`config.mk`:
```
export PLATFORM = sky130hd
export DESIGN_NAME = keyword_table_bracket_match
export DESIGN_NICKNAME = d
export VERILOG_FILES = /design/src/sv/kwtbl_pkg.sv /design/src/sv/kwtbl_ram.sv /design/src/sv/kwtbl_seq.sv /design/src/sv/keyword_table_bracket_match.sv
export SDC_FILE = /design/constraint.sdc
export NUM_CORES = 2
export LEC_CHECK = 0
export ABC_AREA = 1
export BUFFER_PORTS_ARGS = -buffer_cell sky130_fd_sc_hd__buf_2
export CAP_MARGIN = 20
export CORE_MARGIN = 5
export CORE_UTILIZATION = 30
export DETAILED_ROUTE_END_ITERATION = 6
export PLACE_DENSITY = 0.56
export SETUP_SLACK_MARGIN = 0.5
export SLEW_MARGIN = 20
export SYNTH_ARGS = -nofsm -noshare
export SYNTH_HDL_FRONTEND = slang
export SYNTH_SLANG_ARGS = --single-unit
```
`constraint.sdc`:
```
create_clock -name clk -period 4.55 [get_ports clk]
set_clock_uncertainty 0.1 [all_clocks]
set_input_delay 0.6825 -clock clk [delete_from_list [all_inputs] [get_ports clk]]
set_output_delay 0.6825 -clock clk [all_outputs]
set_load 0.02 [all_outputs]
```
`src/sv/kwtbl_pkg.sv`:
```
// shared types, constants and helpers for the keyword table with bracket matching
`default_nettype none

package kwtbl_pkg;

  // table geometry
  localparam int TABLE_DEPTH = 64;
  localparam int IDX_W       = (TABLE_DEPTH > 1) ? $clog2(TABLE_DEPTH) : 1;
  localparam int CNT_W       = $clog2(TABLE_DEPTH + 1);
  // common width for comparing the 6-bit start index against the fill count
  localparam int START_CMP_W = (CNT_W > 6) ? CNT_W : 6;
  // common width for saturating the tally into the 7-bit count field
  localparam int SAT_W       = (CNT_W > 7) ? CNT_W : 7;
  localparam int COUNT_MAX   = 127;

  // request codes
  localparam logic [1:0] REQ_APPEND = 2'd0;
  localparam logic [1:0] REQ_COUNT  = 2'd1;
  localparam logic [1:0] REQ_FIND   = 2'd2;
  localparam logic [1:0] REQ_CLEAR  = 2'd3;

  // status codes
  localparam logic [1:0] STAT_OK        = 2'd0;
  localparam logic [1:0] STAT_NOT_FOUND = 2'd1;
  localparam logic [1:0] STAT_FULL      = 2'd2;
  localparam logic [1:0] STAT_BAD_START = 2'd3;

  // keyword kinds
  localparam logic [3:0] KIND_NONE   = 4'd0;
  localparam logic [3:0] KIND_DO     = 4'd1;
  localparam logic [3:0] KIND_DONE   = 4'd2;
  localparam logic [3:0] KIND_IF     = 4'd3;
  localparam logic [3:0] KIND_THEN   = 4'd4;
  localparam logic [3:0] KIND_FI     = 4'd5;
  localparam logic [3:0] KIND_CASE   = 4'd6;
  localparam logic [3:0] KIND_ESAC   = 4'd7;
  localparam logic [3:0] KIND_OBRACE = 4'd8;
  localparam logic [3:0] KIND_CBRACE = 4'd9;
  localparam logic [3:0] KIND_OPAREN = 4'd10;
  localparam logic [3:0] KIND_CPAREN = 4'd11;

  typedef struct packed {
    logic [1:0]  req_type;
    logic [3:0]  kw_kind;
    logic [15:0] entry_offset;
    logic [11:0] entry_line;
    logic [7:0]  entry_indent;
    logic [5:0]  start_index;
  } in_word_t;

  typedef struct packed {
    logic [1:0]  status;
    logic [6:0]  count_out;
    logic [5:0]  match_index;
    logic [15:0] match_offset;
    logic [11:0] match_line;
    logic [7:0]  match_indent;
  } out_word_t;

  // one stored keyword record
  typedef struct packed {
    logic [3:0]  kind;
    logic [15:0] offset;
    logic [11:0] line;
    logic [7:0]  indent;
  } rec_t;

  localparam int REC_W = $bits(rec_t);

  // finished result from the sequencer to the output stage
  typedef struct packed {
    logic      valid;
    out_word_t word;
  } seq_res_t;

  // closer paired with an opener, none when the kind opens nothing
  function automatic logic [3:0] closer_of(input logic [3:0] kind);
    logic [3:0] c;
    c = KIND_NONE;
    unique case (kind)
      KIND_DO:     c = KIND_DONE;
      KIND_IF:     c = KIND_FI;
      KIND_THEN:   c = KIND_FI;
      KIND_CASE:   c = KIND_ESAC;
      KIND_OBRACE: c = KIND_CBRACE;
      KIND_OPAREN: c = KIND_CPAREN;
      default:     c = KIND_NONE;
    endcase
    return c;
  endfunction

endpackage

`default_nettype wire

```
`src/sv/kwtbl_ram.sv`:
```
// generic single write port, single read port ram with registered read
`default_nettype none

module kwtbl_ram #(
  parameter int WIDTH = 8,
  parameter int DEPTH = 64
) (
  input  wire logic                                     clk,
  input  wire logic                                     we,
  input  wire logic [((DEPTH > 1) ? $clog2(DEPTH) : 1)-1:0] waddr,
  input  wire logic [WIDTH-1:0]                         wdata,
  input  wire logic [((DEPTH > 1) ? $clog2(DEPTH) : 1)-1:0] raddr,
  output logic      [WIDTH-1:0]                         rdata
);

  logic [WIDTH-1:0] mem [DEPTH];

  // write port
  always_ff @(posedge clk) begin
    if (we) begin
      mem[waddr] <= wdata;
    end
  end

  // registered read port
  always_ff @(posedge clk) begin
    rdata <= mem[raddr];
  end

endmodule

`default_nettype wire

```
`src/sv/kwtbl_seq.sv`:
```
// request sequencer: fill count, scan counter and shared compare unit over the table
`default_nettype none

module kwtbl_seq
  import kwtbl_pkg::*;
(
  input  wire logic        clk,
  input  wire logic        rst_n,
  input  wire logic        in_valid,
  output logic             in_stall,
  input  wire in_word_t    in_word,
  output seq_res_t         res,
  input  wire logic        res_take,
  output logic             ram_we,
  output logic [IDX_W-1:0] ram_waddr,
  output rec_t             ram_wdata,
  output logic [IDX_W-1:0] ram_raddr,
  input  wire rec_t        ram_rdata
);

  typedef enum logic [2:0] {
    ST_IDLE,
    ST_COUNT,
    ST_FOPEN,
    ST_FKIND,
    ST_FSCAN,
    ST_DONE
  } state_t;

  state_t           state_r, state_nxt;
  logic [CNT_W-1:0] cnt_r, cnt_nxt;
  logic [CNT_W-1:0] idx_r, idx_nxt;
  logic             dv_r, dv_nxt;
  logic [IDX_W-1:0] didx_r, didx_nxt;
  logic [CNT_W-1:0] tally_r, tally_nxt;
  logic [CNT_W-1:0] depth_r, depth_nxt;
  logic [3:0]       kind_r, kind_nxt;
  logic [3:0]       open_r, open_nxt;
  logic [3:0]       close_r, close_nxt;
  out_word_t        res_r, res_nxt;
  logic [3:0]       close_k;
  logic             more;

  assign in_stall  = (state_r != ST_IDLE);
  assign res.valid = (state_r == ST_DONE);
  assign res.word  = res_r;

  // ram side: append writes at the fill count, reads follow the scan counter
  assign ram_waddr = cnt_r[IDX_W-1:0];
  assign ram_raddr = idx_r[IDX_W-1:0];
  assign ram_wdata = '{kind:   in_word.kw_kind,
                       offset: in_word.entry_offset,
                       line:   in_word.entry_line,
                       indent: in_word.entry_indent};

  assign more    = (idx_r < cnt_r);
  assign close_k = closer_of(ram_rdata.kind);

  // next-state logic
  always_comb begin
    state_nxt = state_r;
    cnt_nxt   = cnt_r;
    idx_nxt   = idx_r;
    dv_nxt    = dv_r;
    didx_nxt  = didx_r;
    tally_nxt = tally_r;
    depth_nxt = depth_r;
    kind_nxt  = kind_r;
    open_nxt  = open_r;
    close_nxt = close_r;
    res_nxt   = res_r;
    ram_we    = 1'b0;

    unique case (state_r)
      ST_IDLE: begin
        if (in_valid) begin
          res_nxt = '0;
          unique case (in_word.req_type)
            REQ_APPEND: begin
              if (cnt_r == CNT_W'(TABLE_DEPTH)) begin
                res_nxt.status = STAT_FULL;
              end else begin
                ram_we  = 1'b1;
                cnt_nxt = cnt_r + 1'b1;
              end
              state_nxt = ST_DONE;
            end
            REQ_COUNT: begin
              kind_nxt  = in_word.kw_kind;
              idx_nxt   = '0;
              dv_nxt    = 1'b0;
              tally_nxt = '0;
              state_nxt = ST_COUNT;
            end
            REQ_FIND: begin
              if (START_CMP_W'(in_word.start_index) >= START_CMP_W'(cnt_r)) begin
                res_nxt.status = STAT_BAD_START;
                state_nxt      = ST_DONE;
              end else begin
                idx_nxt   = CNT_W'(in_word.start_index);
                state_nxt = ST_FOPEN;
              end
            end
            REQ_CLEAR: begin
              cnt_nxt   = '0;
              state_nxt = ST_DONE;
            end
            default: state_nxt = ST_DONE;
          endcase
        end
      end

      // count scan: one entry read per cycle, tallied from the registered read data
      ST_COUNT: begin
        if (dv_r && (kind_r == KIND_NONE || ram_rdata.kind == kind_r)) begin
          tally_nxt = tally_r + 1'b1;
        end
        if (more) begin
          idx_nxt = idx_r + 1'b1;
          dv_nxt  = 1'b1;
        end else begin
          dv_nxt = 1'b0;
        end
        if (!dv_r && !more) begin
          if (SAT_W'(tally_r) > SAT_W'(COUNT_MAX)) begin
            res_nxt.count_out = 7'(COUNT_MAX);
          end else begin
            res_nxt.count_out = 7'(tally_r);
          end
          state_nxt = ST_DONE;
        end
      end

      // read the opening record
      ST_FOPEN: begin
        idx_nxt   = idx_r + 1'b1;
        state_nxt = ST_FKIND;
      end

      // pick the closer for the opener
      ST_FKIND: begin
        if (close_k == KIND_NONE) begin
          res_nxt.status = STAT_NOT_FOUND;
          state_nxt      = ST_DONE;
        end else begin
          open_nxt  = ram_rdata.kind;
          close_nxt = close_k;
          depth_nxt = '0;
          dv_nxt    = 1'b0;
          state_nxt = ST_FSCAN;
        end
      end

      // forward scan with depth counter
      ST_FSCAN: begin
        if (dv_r && ram_rdata.kind == close_r && depth_r == '0) begin
          res_nxt.status       = STAT_OK;
          res_nxt.match_index  = 6'(didx_r);
          res_nxt.match_offset = ram_rdata.offset;
          res_nxt.match_line   = ram_rdata.line;
          res_nxt.match_indent = ram_rdata.indent;
          dv_nxt               = 1'b0;
          state_nxt            = ST_DONE;
        end else begin
          if (dv_r && ram_rdata.kind == open_r) begin
            depth_nxt = depth_r + 1'b1;
          end else if (dv_r && ram_rdata.kind == close_r) begin
            depth_nxt = depth_r - 1'b1;
          end
          if (more) begin
            idx_nxt  = idx_r + 1'b1;
            didx_nxt = idx_r[IDX_W-1:0];
            dv_nxt   = 1'b1;
          end else begin
            dv_nxt = 1'b0;
          end
          if (!dv_r && !more) begin
            res_nxt.status = STAT_NOT_FOUND;
            state_nxt      = ST_DONE;
          end
        end
      end

      // hold the word until the output stage takes it
      ST_DONE: begin
        if (res_take) begin
          state_nxt = ST_IDLE;
        end
      end

      default: state_nxt = ST_IDLE;
    endcase
  end

  // state and registered results
  always_ff @(posedge clk) begin
    if (!rst_n) begin
      state_r <= ST_IDLE;
      cnt_r   <= '0;
      dv_r    <= 1'b0;
    end else begin
      state_r <= state_nxt;
      cnt_r   <= cnt_nxt;
      dv_r    <= dv_nxt;
    end
    idx_r   <= idx_nxt;
    didx_r  <= didx_nxt;
    tally_r <= tally_nxt;
    depth_r <= depth_nxt;
    kind_r  <= kind_nxt;
    open_r  <= open_nxt;
    close_r <= close_nxt;
    res_r   <= res_nxt;
  end

`ifndef ASSERT_OFF
  // fill count never passes the table depth
  a_cnt_bound: assert property (@(posedge clk) disable iff (!rst_n)
    cnt_r <= CNT_W'(TABLE_DEPTH))
    else $error("fill count beyond table depth");

  // a table write always grows the fill count by one
  a_we_grow: assert property (@(posedge clk) disable iff (!rst_n)
    ram_we |=> (cnt_r == $past(cnt_r) + 1'b1))
    else $error("write without fill count step");

  // writes happen only when a new word is taken
  a_we_idle: assert property (@(posedge clk) disable iff (!rst_n)
    ram_we |-> (state_r == ST_IDLE && in_valid))
    else $error("table write outside request start");

  // nesting depth stays below the number of stored records
  a_depth_bound: assert property (@(posedge clk) disable iff (!rst_n)
    (state_r == ST_FSCAN) |-> (depth_r < cnt_r))
    else $error("nesting depth out of range");
`endif

endmodule

`default_nettype wire

```
`src/sv/keyword_table_bracket_match.sv`:
```
// top level: keyword table with bracket matching, sequencer, record ram and output register
`default_nettype none

// Keyword table with bracket matching. Holds up to TABLE_DEPTH keyword records
// (kind, offset, line, indent) in one ram and serves one request word at a
// time. Append and clear finish without a scan, while count scans the stored
// records and find-match scans onward from start_index: both scans read
// one record a cycle through the single read port of the record ram and run
// it through one compare unit. in_stall is high while a request is being
// worked on and until its result moves to the output register. The result word
// sits in an output register, so the next request is taken while a finished word still waits on out_stall.

module keyword_table_bracket_match
  import kwtbl_pkg::*;
(
  input  wire logic      clk,
  input  wire logic      rst_n,
  input  wire logic      in_valid,
  output logic           in_stall,
  input  wire in_word_t  in_word,
  output logic           out_valid,
  input  wire logic      out_stall,
  output out_word_t      out_word
);

  seq_res_t         res;
  logic             res_take;
  logic             ram_we;
  logic [IDX_W-1:0] ram_waddr;
  logic [IDX_W-1:0] ram_raddr;
  rec_t             ram_wdata;
  rec_t             ram_rdata;
  logic [REC_W-1:0] ram_rdata_raw;
  logic             out_valid_r, out_valid_nxt;
  out_word_t        out_word_r;

  // request sequencer
  kwtbl_seq u_seq (
    .clk       (clk),
    .rst_n     (rst_n),
    .in_valid  (in_valid),
    .in_stall  (in_stall),
    .in_word   (in_word),
    .res       (res),
    .res_take  (res_take),
    .ram_we    (ram_we),
    .ram_waddr (ram_waddr),
    .ram_wdata (ram_wdata),
    .ram_raddr (ram_raddr),
    .ram_rdata (ram_rdata)
  );

  // record storage
  kwtbl_ram #(
    .WIDTH (REC_W),
    .DEPTH (TABLE_DEPTH)
  ) u_ram (
    .clk   (clk),
    .we    (ram_we),
    .waddr (ram_waddr),
    .wdata (ram_wdata),
    .raddr (ram_raddr),
    .rdata (ram_rdata_raw)
  );

  assign ram_rdata = rec_t'(ram_rdata_raw);

  // output register loads when empty or being drained
  assign res_take = res.valid && (!out_valid_r || !out_stall);

  always_comb begin
    out_valid_nxt = out_valid_r;
    if (res_take) begin
      out_valid_nxt = 1'b1;
    end else if (!out_stall) begin
      out_valid_nxt = 1'b0;
    end
  end

  always_ff @(posedge clk) begin
    if (!rst_n) begin
      out_valid_r <= 1'b0;
    end else begin
      out_valid_r <= out_valid_nxt;
    end
    if (res_take) begin
      out_word_r <= res.word;
    end
  end

  assign out_valid = out_valid_r;
  assign out_word  = out_word_r;

endmodule

`default_nettype wire

```
==> reports/metrics.yaml <==
cp_common_cell: "nand2_1"
powerDensity_nw_per_um2: 617
grt_overflow_total: 0
setup_viol: 0
ios: 105
worst_pin_slew_ns: 1.15
place_ws_ns: 0.986
hold_path_class: "input pin to flop"
drv_slew: 0
post_cts_resized: 0
cp_slowest_cell: "dfxtp_1"
row_count: 220
cts_sinks: 2753
cpPeakStageDelay_ns: 1.00
slew_headroom_pct: 23.2
drtIter0Drc: 8822
fin_hold_ws_ns: 0.0834
final_cell_count_no_fill: 13600
wire_per_inst_um: 24.9
syn_area_per_cell_um2: 12.8
synth_edf_count: 2701
root_buffer: "clkbuf_16"
ant_nets: 0
cts-htree-levels: 5
setup_slack_ns: 0.907
synth_seq_cells: 2753
crit_cells: 15
status: "finished, final reports clean"
ys.flop_type: "edfxtp_1"
die_w_um: 611
clockBufferDepth: 4
async_reset_ff_share_pct: 0
die_h_um: 611
drv_cap: 0
grt_use_total_pct: 17.4
cp.required_ns: 5.05
gp_congestion: 0.870
period_minus_slack_ns: 3.64
core_area_um2: 360000
dpl.hpwl_um: 193000
cp_cell_sequence: "inv_1, nand2_1, nor3b_1, nand2_1, nor2_1, inv_1, ha_1, a21oi_1, nand2_1, a21oi_1, nor2_1, nor2_1, nand2_1, nand2_1, nor2_1"
cts.clk_slew.worst_paths_ns: 0.06
insertion_delay_ns: 0.87
crit_fanout: 8
yosys_warnings: 0
drt-pass1-iter-count: 6
area_growth_pct: 15.5
yosysTopAreaCell: "edfxtp_1"
start_util_pct: 30.2
synth_cell_types: 41
crit_family: "simple AND/OR/NAND/NOR gates"
dp.cells: 13100
hold_depth: 3
port_buffers: 104
arrival_ns: 4.14
vias: 70600
worst-setup-path-type: "flop to flop"
reg2reg_depth: 15
drc: 0
synth_fp_nets: 8540
antenna_found_initial: 39
via_per_inst: 5.19
grt_pass1_vias: 66900
routed_wl_um: 338000
final_nets: 8677
synth.most_common_cell: "edfxtp_1"
grt_pass1_wl_um: 480000
yosysSeqAreaShare_pct: 75.7
endpoint_kind: "flop"
grt_start_max_net_pins: 163
period_share_pct: 80.1
synthTopCellsByCount: "2701 x edfxtp_1, 1852 x nor2_1, 1182 x o21ai_0, 694 x nand2_1, 317 x o211ai_1"
final_layout_size_suffix_gt1_share_pct: 9.77
start_kind: "flop"
tns_ns: 0
cts_tree: "built"
yosysTopAreaCellShare_pct: 74.8
cts-buffers-inserted: 286
synthTopCellsByArea: "edfxtp_1 75%, nor2_1 6.4%, o21ai_0 5.5%, nand2_1 2.4%, o211ai_1 2.2%"
max_clock_freq_mhz: 275
peakVddDrop_mv: 0.506
dieArea_um2: 374000
path_buf_inv: 2
synth_cells: 8462
p_leak_nw: 40.5
syn-cell-area_um2: 108000
final_hold_viol_count: 0
rsz0062_at_grt: "no"
-- per-layer routing --
metal	vias to the layer above	GRT usage (%)	part of all wire [%]	routed length [µm]
met2	3518	26.8	45	152000
li1	31000	-	-	-
met3	526	4.46	11	36400
met4	6	4.63	2.6	8910
met5	-	0	0.012	41
met1	35500	24.3	42	141000
-- tightest hold or removal path: stages --
cell and delay, ns:
buf_2 0.16, o21ai_0 0.09, inv_1 0.04
-- area by class of cell --
| cell class | instances | area (µm²) |
|---|---|---|
| sequential | 2753 | 82100 |
| antenna | 10 | 25.0 |
| inverter | 198 | 778 |
| clock inverter | 134 | 1250 |
| clock buffer | 369 | 7630 |
| fill | 34600 | 234000 |
| tap | 4773 | 5970 |
| timing repair buffer | 395 | 3870 |
| multi-input combinational | 4965 | 23600 |
-- cell usage in the layout (no fill, tap or decap), types with 4 or more instances in the layout --
cell	synthesis	layout
a21oi_1	125	123
a31oi_1	8	8
buf_12	0	91
buf_2	156	97
buf_4	37	205
bufinv_16	0	19
clkbuf_1	278	71
clkbuf_16	0	290
clkbuf_8	0	8
clkinv_1	11	63
clkinv_2	0	35
clkinv_8	0	5
dfxtp_1	52	52
diode_2	0	10
edfxtp_1	2701	2701
ha_1	25	25
inv_1	179	175
inv_2	8	8
inv_6	0	14
inv_8	0	5
nand2_1	694	693
nand3_1	291	291
nand4_1	19	19
nor2_1	1852	1787
nor2_4	0	66
nor3_1	11	11
o211ai_1	317	317
o21ai_0	1182	1181
o21ai_1	159	160
o221ai_1	4	4
o22ai_1	244	244
xnor2_1	5	5
xor2_1	6	6
-- stage by stage --
| step | instance area, µm² | power [W] | util [%] |
|---|---|---|---|
| finish | 125000 | 0.0773 | 34.8 |
| global route | 125000 | 0.0808 | 34.8 |
| CTS | 125000 | 0.0774 | 34.8 |
| detailed placement | 116000 | 0.0548 | 32.3 |
| global placement | 116000 | 0.0546 | 32.3 |
| floorplan | 108000 | 0.0442 | - |
-- what timing repair did --
action                                 4_1_cts  5_1_grt
setup buffers                                0        0
endpoints found under the hold margin        1        0
hold buffers                                 1        0
-- cell families (layout without fill, tap and decap cells) --
family / count (synthesis) / count (layout) / synth area share, %
AND/OR/NAND/NOR: 2881 / 2881 / 10.4
AO/OA/AOI/OAI: 2047 / 2047 / 10.5
other: 0 / 10 / 0
buffers and inverters: 744 / 1096 / 2.99
flip-flops: 2753 / 2753 / 75.7
XOR/XNOR: 11 / 11 / 0.0888
adder cells (fa/ha/maj): 26 / 26 / 0.307
-- flip-flops by register name, indices dropped and copies added, names as in the netlist, 7 cells and up --
signal         cells
out_word          51
u_ram.mem       2560
u_ram.rdata       40
u_seq.cnt_r        7
u_seq.depth_r      7
u_seq.idx_r        7
u_seq.res         51
u_seq.tally_r      7
-- final timing paths --
check | from | to | slack, ns
max | u_ram.rdata[36] | u_seq.depth_r[6] | 0.91
min | rst_n | u_seq.dv_r | 0.08
max reg2reg | u_ram.rdata[36] | u_seq.depth_r[6] | 0.91
min reg2reg | u_seq.res[46] | out_word[46] | 0.32
-- where the power goes --
part	leakage (nW)	switching [W]	internal (W)
clock network	4.35	0.00978	0.0130
logic	11.4	0.0184	0.00680
registers	24.8	0.000758	0.0285
(Power assumes the default switching activity.)
